[config.mk]
export PLATFORM = sky130hd
export DESIGN_NAME = line_sensor_centroid_top
export DESIGN_NICKNAME = d
export VERILOG_FILES = /design/src/hw/rtl/lsc_pkg.sv /design/src/hw/rtl/lsc_ram.sv /design/src/hw/rtl/lsc_ctrl.sv /design/src/hw/rtl/lsc_datapath.sv /design/src/hw/rtl/line_sensor_centroid_top.sv
export VERILOG_INCLUDE_DIRS = /design/src /design/src/hw/rtl
export SDC_FILE = /design/constraint.sdc
export NUM_CORES = 2
export LEC_CHECK = 0
export ABC_AREA = 1
export BUFFER_PORTS_ARGS = -buffer_cell sky130_fd_sc_hd__buf_2
export CAP_MARGIN = 20
export CORE_MARGIN = 1
export CORE_UTILIZATION = 34
export CTS_CLUSTER_DIAMETER = 40
export DETAILED_ROUTE_END_ITERATION = 8
export PLACE_DENSITY = 0.5
export SLEW_MARGIN = 25
export SYNTH_ARGS = -nofsm -noshare
export SYNTH_HDL_FRONTEND = slang
export SYNTH_HIERARCHICAL = 1
export SYNTH_SLANG_ARGS = --single-unit
[constraint.sdc]
create_clock -name clk -period 8 [get_ports clk]
set_input_delay 0.4 -clock clk [delete_from_list [all_inputs] [get_ports clk]]
set_output_delay 0.4 -clock clk [all_outputs]
set_load 0.05 [all_outputs]
[src/hw/rtl/line_sensor_centroid_top_assert.svh]
// Assertion macros shared by the line sensor centroid RTL.
// Expects clk and arst_n in the scope of the module that uses them.
`ifndef LINE_SENSOR_CENTROID_TOP_ASSERT_SVH
`define LINE_SENSOR_CENTROID_TOP_ASSERT_SVH

// same-cycle implication
`define LSC_ASSERT_NOW(lbl, pre, post, msg) \
	lbl: assert property (@(posedge clk) disable iff (!arst_n) (pre) |-> (post)) \
		else $error(msg);

// next-cycle implication
`define LSC_ASSERT_NEXT(lbl, pre, post, msg) \
	lbl: assert property (@(posedge clk) disable iff (!arst_n) (pre) |=> (post)) \
		else $error(msg);

`endif

[src/hw/rtl/lsc_pkg.sv]
// Shared types and constants of the line sensor centroid block.
// No dependencies; imported by lsc_ctrl, lsc_datapath and the top level.
package lsc_pkg;

	localparam int CFG_W     = 12;
	localparam int POS_W     = 16;
	localparam int CNT_W     = 5;
	localparam int ADDR_W    = 3;
	localparam int PDATA_W   = 32;
	localparam int DIV_CNT_W = $clog2(POS_W);

	localparam logic [CFG_W-1:0] THR_RESET  = 12'd2048;
	localparam logic [CFG_W-1:0] MULT_RESET = 12'd2048;
	localparam logic [POS_W-1:0] NO_LINE_POS = 16'h8000;
	localparam logic [POS_W-1:0] POS_MAX     = 16'hFFFF;
	localparam logic [CNT_W-1:0] COUNT_MAX   = 5'd31;

	// register index, taken from paddr[2]
	localparam logic REG_THRESHOLD = 1'b0;
	localparam logic REG_MULT      = 1'b1;

	typedef struct packed {
		logic [CFG_W-1:0] thr;
		logic [CFG_W-1:0] mult;
	} cfg_t;

	typedef struct packed {
		logic load;
		logic scan_rd;
		logic lo_rd;
		logic lo_step;
		logic hi_rd;
		logic hi_step;
		logic ext_clr;
		logic ptr_lo;
		logic acc_rd;
		logic mul;
		logic div_init;
		logic div_step;
		logic out_load;
	} cmd_t;

	typedef struct packed {
		logic found;
		logic scan_last;
		logic lo_can;
		logic lo_less;
		logic hi_can;
		logic hi_less;
		logic acc_last;
		logic div_last;
		logic out_free;
	} sts_t;

endpackage

[src/hw/rtl/lsc_ram.sv]
// Generic single-write, single-read RAM with registered read data.
// No dependencies.
module lsc_ram #(
	parameter int WIDTH = 12,
	parameter int DEPTH = 32
) (
	input  logic                     clk,
	input  logic                     we,
	input  logic [$clog2(DEPTH)-1:0] waddr,
	input  logic [WIDTH-1:0]         wdata,
	input  logic [$clog2(DEPTH)-1:0] raddr,
	output logic [WIDTH-1:0]         rdata
);

	logic [WIDTH-1:0] mem [DEPTH];

	always_ff @(posedge clk) begin
		if (we) begin
			mem[waddr] <= wdata;
		end
		rdata <= mem[raddr];
	end

endmodule

[src/hw/rtl/lsc_ctrl.sv]
// Sequencer of the line sensor centroid: load, scan, widen, sum, multiply, divide, output.
// Depends on lsc_pkg and line_sensor_centroid_top_assert.svh.
`include "line_sensor_centroid_top_assert.svh"

module lsc_ctrl
	import lsc_pkg::*;
(
	input  logic clk,
	input  logic arst_n,
	input  logic sample_valid,
	input  logic frame_last,
	output logic sample_stall,
	input  sts_t sts,
	output cmd_t cmd
);

	typedef enum logic [12:0] {
		ST_LOAD     = 13'b0000000000001,
		ST_SCAN     = 13'b0000000000010,
		ST_SCAN_END = 13'b0000000000100,
		ST_LO_RD    = 13'b0000000001000,
		ST_LO_CHK   = 13'b0000000010000,
		ST_HI_RD    = 13'b0000000100000,
		ST_HI_CHK   = 13'b0000001000000,
		ST_ACC      = 13'b0000010000000,
		ST_ACC_END  = 13'b0000100000000,
		ST_MUL      = 13'b0001000000000,
		ST_DIV_INIT = 13'b0010000000000,
		ST_DIV      = 13'b0100000000000,
		ST_FINISH   = 13'b1000000000000
	} state_t;

	state_t state_q, state_d;

	always_ff @(posedge clk or negedge arst_n) begin
		if (!arst_n) begin
			state_q <= ST_LOAD;
		end else begin
			state_q <= state_d;
		end
	end

	assign sample_stall = (state_q != ST_LOAD);

	always_comb begin
		state_d = state_q;
		cmd     = '0;
		unique case (state_q)
			ST_LOAD: begin
				cmd.load = sample_valid;
				if (sample_valid && frame_last) begin
					state_d = ST_SCAN;
				end
			end
			ST_SCAN: begin
				cmd.scan_rd = 1'b1;
				if (sts.scan_last) begin
					state_d = ST_SCAN_END;
				end
			end
			ST_SCAN_END: begin
				state_d = ST_LO_RD;
			end
			ST_LO_RD: begin
				if (!sts.found) begin
					state_d = ST_FINISH;
				end else if (sts.lo_can) begin
					cmd.lo_rd = 1'b1;
					state_d   = ST_LO_CHK;
				end else begin
					cmd.ext_clr = 1'b1;
					state_d     = ST_HI_RD;
				end
			end
			ST_LO_CHK: begin
				if (sts.lo_less) begin
					cmd.lo_step = 1'b1;
					state_d     = ST_LO_RD;
				end else begin
					cmd.ext_clr = 1'b1;
					state_d     = ST_HI_RD;
				end
			end
			ST_HI_RD: begin
				if (sts.hi_can) begin
					cmd.hi_rd = 1'b1;
					state_d   = ST_HI_CHK;
				end else begin
					cmd.ptr_lo = 1'b1;
					state_d    = ST_ACC;
				end
			end
			ST_HI_CHK: begin
				if (sts.hi_less) begin
					cmd.hi_step = 1'b1;
					state_d     = ST_HI_RD;
				end else begin
					cmd.ptr_lo = 1'b1;
					state_d    = ST_ACC;
				end
			end
			ST_ACC: begin
				cmd.acc_rd = 1'b1;
				if (sts.acc_last) begin
					state_d = ST_ACC_END;
				end
			end
			ST_ACC_END: begin
				state_d = ST_MUL;
			end
			ST_MUL: begin
				cmd.mul = 1'b1;
				state_d = ST_DIV_INIT;
			end
			ST_DIV_INIT: begin
				cmd.div_init = 1'b1;
				state_d      = ST_DIV;
			end
			ST_DIV: begin
				cmd.div_step = 1'b1;
				if (sts.div_last) begin
					state_d = ST_FINISH;
				end
			end
			ST_FINISH: begin
				if (sts.out_free) begin
					cmd.out_load = 1'b1;
					state_d      = ST_LOAD;
				end
			end
			default: begin
				state_d = ST_LOAD;
			end
		endcase
	end

	`LSC_ASSERT_NEXT(a_last_starts_scan, sample_valid && !sample_stall && frame_last, state_q == ST_SCAN, "frame end did not start the scan")

endmodule

[src/hw/rtl/lsc_datapath.sv]
// Datapath of the line sensor centroid: sample RAM, scan, window, sums, multiplier, divider.
// Depends on lsc_pkg, lsc_ram and line_sensor_centroid_top_assert.svh.
`include "line_sensor_centroid_top_assert.svh"

module lsc_datapath
	import lsc_pkg::*;
#(
	parameter int NUM_SENSORS  = 32,
	parameter int SAMPLE_BITS  = 12,
	parameter int EXTEND_LIMIT = 2
) (
	input  logic             clk,
	input  logic             arst_n,
	input  cfg_t             cfg,
	input  cmd_t             cmd,
	output sts_t             sts,
	input  logic [11:0]      sensor_value,
	input  logic             frame_last,
	input  logic             result_stall,
	output logic             result_valid,
	output logic [POS_W-1:0] line_position,
	output logic [CNT_W-1:0] line_count,
	output logic             line_found
);

	localparam int IDX_W  = $clog2(NUM_SENSORS);
	localparam int LD_W   = $clog2(NUM_SENSORS + 1);
	localparam int EXT_W  = $clog2(EXTEND_LIMIT + 2);
	localparam int SB     = SAMPLE_BITS;
	localparam int SUM_W  = SB + $clog2(NUM_SENSORS + 1);
	localparam int TERM_W = IDX_W + SB;
	localparam int WSUM_W = SB + 2 * IDX_W;
	localparam int PROD_W = WSUM_W + CFG_W;
	localparam int CMP_W  = (PROD_W > SUM_W + POS_W) ? PROD_W : SUM_W + POS_W;
	localparam int THRC_W = (SB > CFG_W) ? SB : CFG_W;

	logic [LD_W-1:0]      ld_idx_q;
	logic [IDX_W-1:0]     ptr_q;
	logic [IDX_W-1:0]     idx_s1;
	logic                 rd_scan_s1, rd_acc_s1;
	logic                 found_q, prev_q;
	logic [CNT_W-1:0]     cnt_q;
	logic [EXT_W-1:0]     ext_q;
	logic [DIV_CNT_W-1:0] div_cnt_q;
	logic                 out_valid_q;

	logic [IDX_W-1:0]     lo_q, hi_q;
	logic [SB-1:0]        lo_val_q, hi_val_q;
	logic [WSUM_W-1:0]    wsum_q;
	logic [SUM_W-1:0]     sum_q;
	logic [PROD_W-1:0]    prod_q;
	logic [SUM_W-1:0]     rem_q;
	logic [POS_W-1:0]     num_q;
	logic                 sat_q;
	logic [POS_W-1:0]     pos_q;
	logic [CNT_W-1:0]     lcnt_q;
	logic                 lfound_q;

	logic                 ram_we;
	logic [IDX_W-1:0]     raddr;
	logic [SB-1:0]        rdata;
	logic                 is_high;
	logic [TERM_W-1:0]    term;
	logic [SUM_W:0]       trial;
	logic                 trial_ge;
	logic                 sat_d;
	logic                 frame_start;

	assign ram_we      = cmd.load && (ld_idx_q < LD_W'(NUM_SENSORS));
	assign frame_start = cmd.load && frame_last;

	always_comb begin
		priority if (cmd.lo_rd) begin
			raddr = lo_q - IDX_W'(1);
		end else if (cmd.hi_rd) begin
			raddr = hi_q + IDX_W'(1);
		end else begin
			raddr = ptr_q;
		end
	end

	lsc_ram #(
		.WIDTH (SB),
		.DEPTH (NUM_SENSORS)
	) u_ram (
		.clk   (clk),
		.we    (ram_we),
		.waddr (ld_idx_q[IDX_W-1:0]),
		.wdata (SB'(sensor_value)),
		.raddr (raddr),
		.rdata (rdata)
	);

	assign is_high  = THRC_W'(rdata) > THRC_W'(cfg.thr);
	assign term     = TERM_W'(idx_s1) * TERM_W'(rdata);
	assign trial    = {rem_q, num_q[POS_W-1]};
	assign trial_ge = trial >= (SUM_W + 1)'(sum_q);
	assign sat_d    = CMP_W'(prod_q) >= (CMP_W'(sum_q) << POS_W);

	assign sts.found     = found_q;
	assign sts.scan_last = (ptr_q == IDX_W'(NUM_SENSORS - 1));
	assign sts.lo_can    = (lo_q != '0) && (ext_q < EXT_W'(EXTEND_LIMIT));
	assign sts.lo_less   = rdata < lo_val_q;
	assign sts.hi_can    = (hi_q != IDX_W'(NUM_SENSORS - 1)) && (ext_q < EXT_W'(EXTEND_LIMIT));
	assign sts.hi_less   = rdata < hi_val_q;
	assign sts.acc_last  = (ptr_q == hi_q);
	assign sts.div_last  = (div_cnt_q == DIV_CNT_W'(POS_W - 1));
	assign sts.out_free  = !out_valid_q || !result_stall;

	// control state
	always_ff @(posedge clk or negedge arst_n) begin
		if (!arst_n) begin
			ld_idx_q    <= '0;
			ptr_q       <= '0;
			rd_scan_s1  <= 1'b0;
			rd_acc_s1   <= 1'b0;
			found_q     <= 1'b0;
			prev_q      <= 1'b0;
			cnt_q       <= '0;
			ext_q       <= '0;
			div_cnt_q   <= '0;
			out_valid_q <= 1'b0;
		end else begin
			rd_scan_s1 <= cmd.scan_rd;
			rd_acc_s1  <= cmd.acc_rd;
			if (cmd.load) begin
				if (frame_last) begin
					ld_idx_q <= '0;
				end else if (ram_we) begin
					ld_idx_q <= ld_idx_q + LD_W'(1);
				end
			end
			if (frame_start) begin
				ptr_q   <= '0;
				found_q <= 1'b0;
				prev_q  <= 1'b0;
				cnt_q   <= '0;
				ext_q   <= '0;
			end
			if (cmd.scan_rd || cmd.acc_rd) begin
				ptr_q <= ptr_q + IDX_W'(1);
			end
			if (cmd.ptr_lo) begin
				ptr_q <= lo_q;
			end
			if (rd_scan_s1) begin
				prev_q <= is_high;
				if (is_high) begin
					found_q <= 1'b1;
				end
				if (is_high && !prev_q && cnt_q < COUNT_MAX) begin
					cnt_q <= cnt_q + CNT_W'(1);
				end
			end
			if (cmd.lo_step || cmd.hi_step) begin
				ext_q <= ext_q + EXT_W'(1);
			end
			if (cmd.ext_clr) begin
				ext_q <= '0;
			end
			if (cmd.div_init) begin
				div_cnt_q <= '0;
			end else if (cmd.div_step) begin
				div_cnt_q <= div_cnt_q + DIV_CNT_W'(1);
			end
			if (cmd.out_load) begin
				out_valid_q <= 1'b1;
			end else if (!result_stall) begin
				out_valid_q <= 1'b0;
			end
		end
	end

	// payload
	always_ff @(posedge clk) begin
		idx_s1 <= ptr_q;
		if (frame_start) begin
			wsum_q <= '0;
			sum_q  <= '0;
		end
		if (rd_scan_s1 && is_high) begin
			if (!found_q) begin
				lo_q     <= idx_s1;
				lo_val_q <= rdata;
			end
			hi_q     <= idx_s1;
			hi_val_q <= rdata;
		end
		if (cmd.lo_step) begin
			lo_q     <= lo_q - IDX_W'(1);
			lo_val_q <= rdata;
		end
		if (cmd.hi_step) begin
			hi_q     <= hi_q + IDX_W'(1);
			hi_val_q <= rdata;
		end
		if (rd_acc_s1) begin
			wsum_q <= wsum_q + WSUM_W'(term);
			sum_q  <= sum_q + SUM_W'(rdata);
		end
		if (cmd.mul) begin
			prod_q <= PROD_W'(wsum_q) * PROD_W'(cfg.mult);
		end
		if (cmd.div_init) begin
			sat_q <= sat_d;
			rem_q <= SUM_W'(prod_q >> POS_W);
			num_q <= prod_q[POS_W-1:0];
		end
		if (cmd.div_step) begin
			rem_q <= trial_ge ? SUM_W'(trial - (SUM_W + 1)'(sum_q)) : SUM_W'(trial);
			num_q <= {num_q[POS_W-2:0], trial_ge};
		end
		if (cmd.out_load) begin
			lfound_q <= found_q;
			lcnt_q   <= cnt_q;
			if (!found_q) begin
				pos_q <= NO_LINE_POS;
			end else if (sat_q) begin
				pos_q <= POS_MAX;
			end else begin
				pos_q <= num_q;
			end
		end
	end

	assign result_valid  = out_valid_q;
	assign line_position = pos_q;
	assign line_count    = lcnt_q;
	assign line_found    = lfound_q;

	`LSC_ASSERT_NOW(a_acc_in_window, cmd.acc_rd, (ptr_q >= lo_q) && (ptr_q <= hi_q), "sum read outside window")
	`LSC_ASSERT_NOW(a_lo_not_zero, cmd.lo_rd, lo_q != '0, "widening read below sensor 0")
	`LSC_ASSERT_NOW(a_div_rem, cmd.div_step && !sat_q, rem_q < sum_q, "divider remainder out of range")

endmodule

[src/hw/rtl/line_sensor_centroid_top.sv]
// Top level of the line sensor centroid block: APB registers, controller, datapath.
// Depends on lsc_pkg, lsc_ctrl, lsc_datapath (and lsc_ram below it).
//
// Usage: samples enter on the sample channel (sensor_value, frame_last), one word
// per cycle in sensor index order while sample_stall is low. The word with
// frame_last set closes the frame; only it produces a result word on the result
// channel (line_position, line_count, line_found).
// After the frame end the block stalls the sample channel while it evaluates the
// frame, reading the sample RAM through its single read port: a scan of all
// NUM_SENSORS samples, up to EXTEND_LIMIT widening steps per side while the next
// sample is lower, a sum over the window, a multiply, a divider init, 16
// restoring divider steps and an output step. With no line found the block
// goes from the scan straight to the output step.
// A result waits in the output register while result_stall is high; the next
// frame is loaded meanwhile and its evaluation holds in its last step until the
// register is free.
// Reset clears the controller, the load index and the output valid, and loads
// the register reset values. The sample RAM is not cleared.
// Registers: high_threshold at 0x0, position_multiplier at 0x4, 12 bits each.
module line_sensor_centroid_top
	import lsc_pkg::*;
#(
	parameter int NUM_SENSORS  = 32,
	parameter int SAMPLE_BITS  = 12,
	parameter int EXTEND_LIMIT = 2
) (
	input  logic               clk,
	input  logic               arst_n,
	input  logic               psel,
	input  logic               penable,
	input  logic               pwrite,
	input  logic [ADDR_W-1:0]  paddr,
	input  logic [PDATA_W-1:0] pwdata,
	output logic [PDATA_W-1:0] prdata,
	output logic               pready,
	input  logic               sample_valid,
	output logic               sample_stall,
	input  logic [11:0]        sensor_value,
	input  logic               frame_last,
	output logic               result_valid,
	input  logic               result_stall,
	output logic [POS_W-1:0]   line_position,
	output logic [CNT_W-1:0]   line_count,
	output logic               line_found
);

	cfg_t cfg_q;
	cmd_t cmd;
	sts_t sts;
	logic cfg_wr;

	assign pready = 1'b1;
	assign cfg_wr = psel && penable && pwrite && pready;

	always_ff @(posedge clk or negedge arst_n) begin
		if (!arst_n) begin
			cfg_q.thr  <= THR_RESET;
			cfg_q.mult <= MULT_RESET;
		end else if (cfg_wr) begin
			unique case (paddr[2])
				REG_THRESHOLD: cfg_q.thr  <= pwdata[CFG_W-1:0];
				REG_MULT:      cfg_q.mult <= pwdata[CFG_W-1:0];
				default:       cfg_q      <= cfg_q;
			endcase
		end
	end

	always_comb begin
		unique case (paddr[2])
			REG_THRESHOLD: prdata = PDATA_W'(cfg_q.thr);
			REG_MULT:      prdata = PDATA_W'(cfg_q.mult);
			default:       prdata = '0;
		endcase
	end

	lsc_ctrl u_ctrl (
		.clk          (clk),
		.arst_n       (arst_n),
		.sample_valid (sample_valid),
		.frame_last   (frame_last),
		.sample_stall (sample_stall),
		.sts          (sts),
		.cmd          (cmd)
	);

	lsc_datapath #(
		.NUM_SENSORS  (NUM_SENSORS),
		.SAMPLE_BITS  (SAMPLE_BITS),
		.EXTEND_LIMIT (EXTEND_LIMIT)
	) u_datapath (
		.clk           (clk),
		.arst_n        (arst_n),
		.cfg           (cfg_q),
		.cmd           (cmd),
		.sts           (sts),
		.sensor_value  (sensor_value),
		.frame_last    (frame_last),
		.result_stall  (result_stall),
		.result_valid  (result_valid),
		.line_position (line_position),
		.line_count    (line_count),
		.line_found    (line_found)
	);

endmodule

==> flow_metrics.py <==
metrics = {
    "global_routing": {
        "grt_util_met2_pct": 30.6,
        "grt_pass1_wl_um": 168000,
        "grt_max_degree": 174,
        "met3_usage_pct": 2.81,
        "grt.total_usage_pct": 17.9,
        "use_met1_pct": 23.3,
        "grt_overflow": 0,
        "grt_pass1_vias": 29200,
        "antenna_found_initial": 2,
        "grt.busiest_layer": "met2",
    },
    "final_layout": {
        "drive_gt1_share_pct": 8.36,
        "fin_nets": 4957,
        "area_growth_pct": 14.3,
        "fill_cells": 11800,
        "antennaDiodeCount": 0,
        "final_area_um2": 45900,
    },
    "setup_path": {
        "cp_max_fo": 24,
        "path_class": "reg -> reg",
        "r2r_setup_slack_ps": 2150,
        "cp.required_ps": 8390,
        "critPathCaptureType": "register",
        "cp-start-kind": "register",
        "cp.arrival_ps": 6240,
    },
    "logic_synthesis": {
        "synth-seq-cells": 630,
        "synth_edf_count": 549,
        "ys.flop_type": "edfxtp_1",
        "yosysWarnings": 6,
        "synthSimpleGateAreaFrac_pct": 22.5,
        "synth_top_family_by_area": "simple AND/OR/NAND/NOR gates",
        "avgSynthCellArea_um2": 9.16,
        "synthesis.area_um2": 40200,
        "yosysSeqAreaShare_pct": 45.9,
        "synth_fa_ha_area_share_pct": 18.2,
        "async_flop_share_pct": 10.2,
        "syn_inst": 4383,
        "synthMuxAreaShare_pct": 0,
        "post_synth_xor_area_fraction_pct": 0.938,
        "synth_compound_area_share_pct": 3.93,
        "ys_types": 54,
    },
    "floorplanning": {
        "std_cell_rows": 125,
        "die_x_um": 346,
        "pin_count": 112,
        "die_h_um": 346,
        "initial_core_util_pct": 34.4,
        "dieArea_um2": 119000,
        "core-area_um2": 117000,
    },
    "timing": {
        "skew_ps": 56.5,
        "hold_viol_final": 0,
        "final-setup-viol-count": 0,
        "worstMarginPinSlew_ps": 997,
        "finalMaxSlewViolations": 0,
        "fin_crit_ps": 5850,
        "finalWorstSetupSlack_ps": 2150,
        "period_share_pct": 73.1,
        "fmax_mhz": 171,
        "max_slew_margin_pct": 33.5,
        "tns_ps": 0,
        "rsz0062_at_grt": "false",
    },
    "cts": {
        "cts.reportedPaths.clkPinSlew_ps": 50,
        "clk_path_buf_depth": 3,
        "clockRootBuffer": "clkbuf_16",
        "insertion_delay_ps": 690,
        "numCtsBuffers": 106,
        "post-cts-setup-buffer-count": 0,
        "cts_tree": "yes",
        "cts_max_level": 3,
        "cts_sinks": 630,
    },
    "route": {
        "antenna_left": 0,
        "drt-pass1-iter-count": 5,
        "vias_per_cell": 4.80,
        "finalWirelength_um": 106000,
        "dr.first_iter.drc_count": 1817,
        "drc_errors": 0,
        "num_vias": 29200,
        "post_drt_wl_per_cell_um": 17.5,
    },
    "power_and_ir_drop": {
        "ir_worst_vdd_mv": 0.436,
        "power_uw": 21100,
        "p_leak_uw": 0.0208,
        "power_density_nw_per_um2": 460,
    },
    "placed_design": {
        "dp_slack_ps": 2090,
        "port-buffer-count": 68,
        "hpwl_um": 72900,
        "gp_congestion": 0.885,
        "post_dp_cell_area_um2": 42000,
    },
    "worst_hold_path": {
        "hold_path.class": "in -> reg",
    },
    "flow_run": {
        "cap_violations": 0,
    },
    "run_status": {
        "status": "finished, final reports clean",
    },
}
-- final timing paths --
check | startpoint | to | cells after the start
worst max-delay path | cfg_q[5] | u_datapath/prod_q[33] | 17
worst min-delay path | result_stall | u_datapath/result_valid | 3
worst max register to register | cfg_q[5] | u_datapath/prod_q[33] | 17
worst min register to register | u_datapath/ptr_q[1] | u_datapath/idx_s1[1] | 0
max in group asynchronous | arst_n | cfg_q[8] | 2
min in group asynchronous | arst_n | u_datapath/result_valid | 2
-- per-stage QoR --
step	cells	util, %	hold WS [ps]
CTS	6080	39.3	6.65
global route	6080	39.3	29.8
finish	6080	39.3	28.9
global placement	5868	36.0	454
detailed placement	5868	36.0	450
floorplan	4402	-	104
-- layout by cell type, fill, tap and decap left out, types with 14 or more instances in the layout --
cell	count
clkbuf_16	107
nor3_1	25
dfrtp_1	58
nand2_2	14
buf_2	67
bufinv_16	14
inv_1	638
nand4_1	18
o21ai_0	90
clkinv_4	15
ha_1	190
xnor2_1	17
conb_1	21
edfxtp_1	549
nor2_1	195
a21oi_1	133
buf_4	56
dfxtp_1	17
nand2_1	1404
fa_1	247
inv_6	19
xor2_1	26
nand3b_1	25
nand3_1	422
-- critical path: stages (launching register included) --
cell	delay (ps)
dfrtp_1	990
nand2_1	200
fa_1	560
fa_1	510
inv_1	50
fa_1	480
fa_1	550
inv_1	60
fa_1	540
inv_1	40
ha_1	370
nand2_1	120
nor2_1	230
nand2_1	80
o21ai_0	410
nand3_1	160
nand3b_1	120
nand2_1	60
-- kinds of logic (layout without fill, tap and decap cells) --
family / after synthesis / after routing
adder cells (fa/ha/maj): 437 / 437
AO/OA/AOI/OAI: 286 / 286
buffers and inverters: 833 / 987
AND/OR/NAND/NOR: 2152 / 2152
flip-flops: 630 / 630
other: 2 / 21
XOR/XNOR: 43 / 43
-- report_power, final --
part / total (uW) / leakage [uW] / switching (uW) / internal [uW]
logic: 11700 / 0.0131 / 7770 / 3910
registers: 4700 / 0.00594 / 481 / 4220
clock network: 4710 / 0.00182 / 1740 / 2970
-- cells in the mapped netlist, types with 4 or more instances --
library cell | instances | area (um2)
nand2_4 | 7 | 78.8
o21a_1 | 9 | 67.6
buf_2 | 47 | 235
nor2_2 | 6 | 37.5
fa_1 | 247 | 4940
o221ai_1 | 4 | 35.0
dfxtp_1 | 17 | 340
a21boi_0 | 6 | 45.0
o21ai_0 | 94 | 470
o21bai_1 | 9 | 67.6
clkbuf_1 | 75 | 282
edfxtp_1 | 549 | 16500
a21oi_1 | 133 | 666
xnor2_1 | 17 | 149
xor2_1 | 26 | 228
nor2_4 | 4 | 45.0
nor4_1 | 10 | 62.6
inv_1 | 638 | 2390
a21o_1 | 6 | 45.0
inv_2 | 10 | 37.5
buf_4 | 46 | 345
dfrtp_1 | 61 | 1530
nand3_1 | 422 | 2110
a31oi_1 | 6 | 37.5
nand3b_1 | 25 | 188
nor2_1 | 201 | 754
buf_6 | 7 | 78.8
nand2_2 | 14 | 87.6
o211ai_1 | 9 | 67.6
nand4_1 | 18 | 113
nand2_1 | 1405 | 5270
buf_1 | 7 | 26.3
ha_1 | 190 | 2380
nor3_1 | 25 | 125
-- layout make-up --
type	instances	area [um2]	share of cell area, %
multi-input combinational	2939	18400	40.2
sequential	630	18400	40.2
clock buffer	120	2750	5.99
inverter	650	2450	5.34
tap	1524	1910	4.16
timing repair buffer	138	917	2.00
clock inverter	79	1010	2.19
-- registers in the layout, summed over array words and instances, names as in the netlist, 16 cells and up --
name and count:
u_datapath/line_position 16, u_datapath/prod_q 34, cfg_q 24, u_datapath/wsum_q 22, u_datapath/num_q 16, u_datapath/sum_q 18
u_datapath/rem_q 18, u_datapath/u_ram/mem 384
-- timing repair --
action / CTS / global route
gates resized for setup: 0 / 0
endpoints found under the hold margin: 85 / 0
endpoints found under the setup margin: 0 / 0
hold buffers: 13 / 0
-- per-layer routing --
| layer | wire (um) | vias up |
|---|---|---|
| met5 | 13 | - |
| met4 | 2820 | 2 |
| met3 | 3790 | 163 |
| met2 | 51800 | 480 |
| met1 | 47800 | 14300 |
| li1 | - | 14200 |
(Power assumes the default switching activity.)
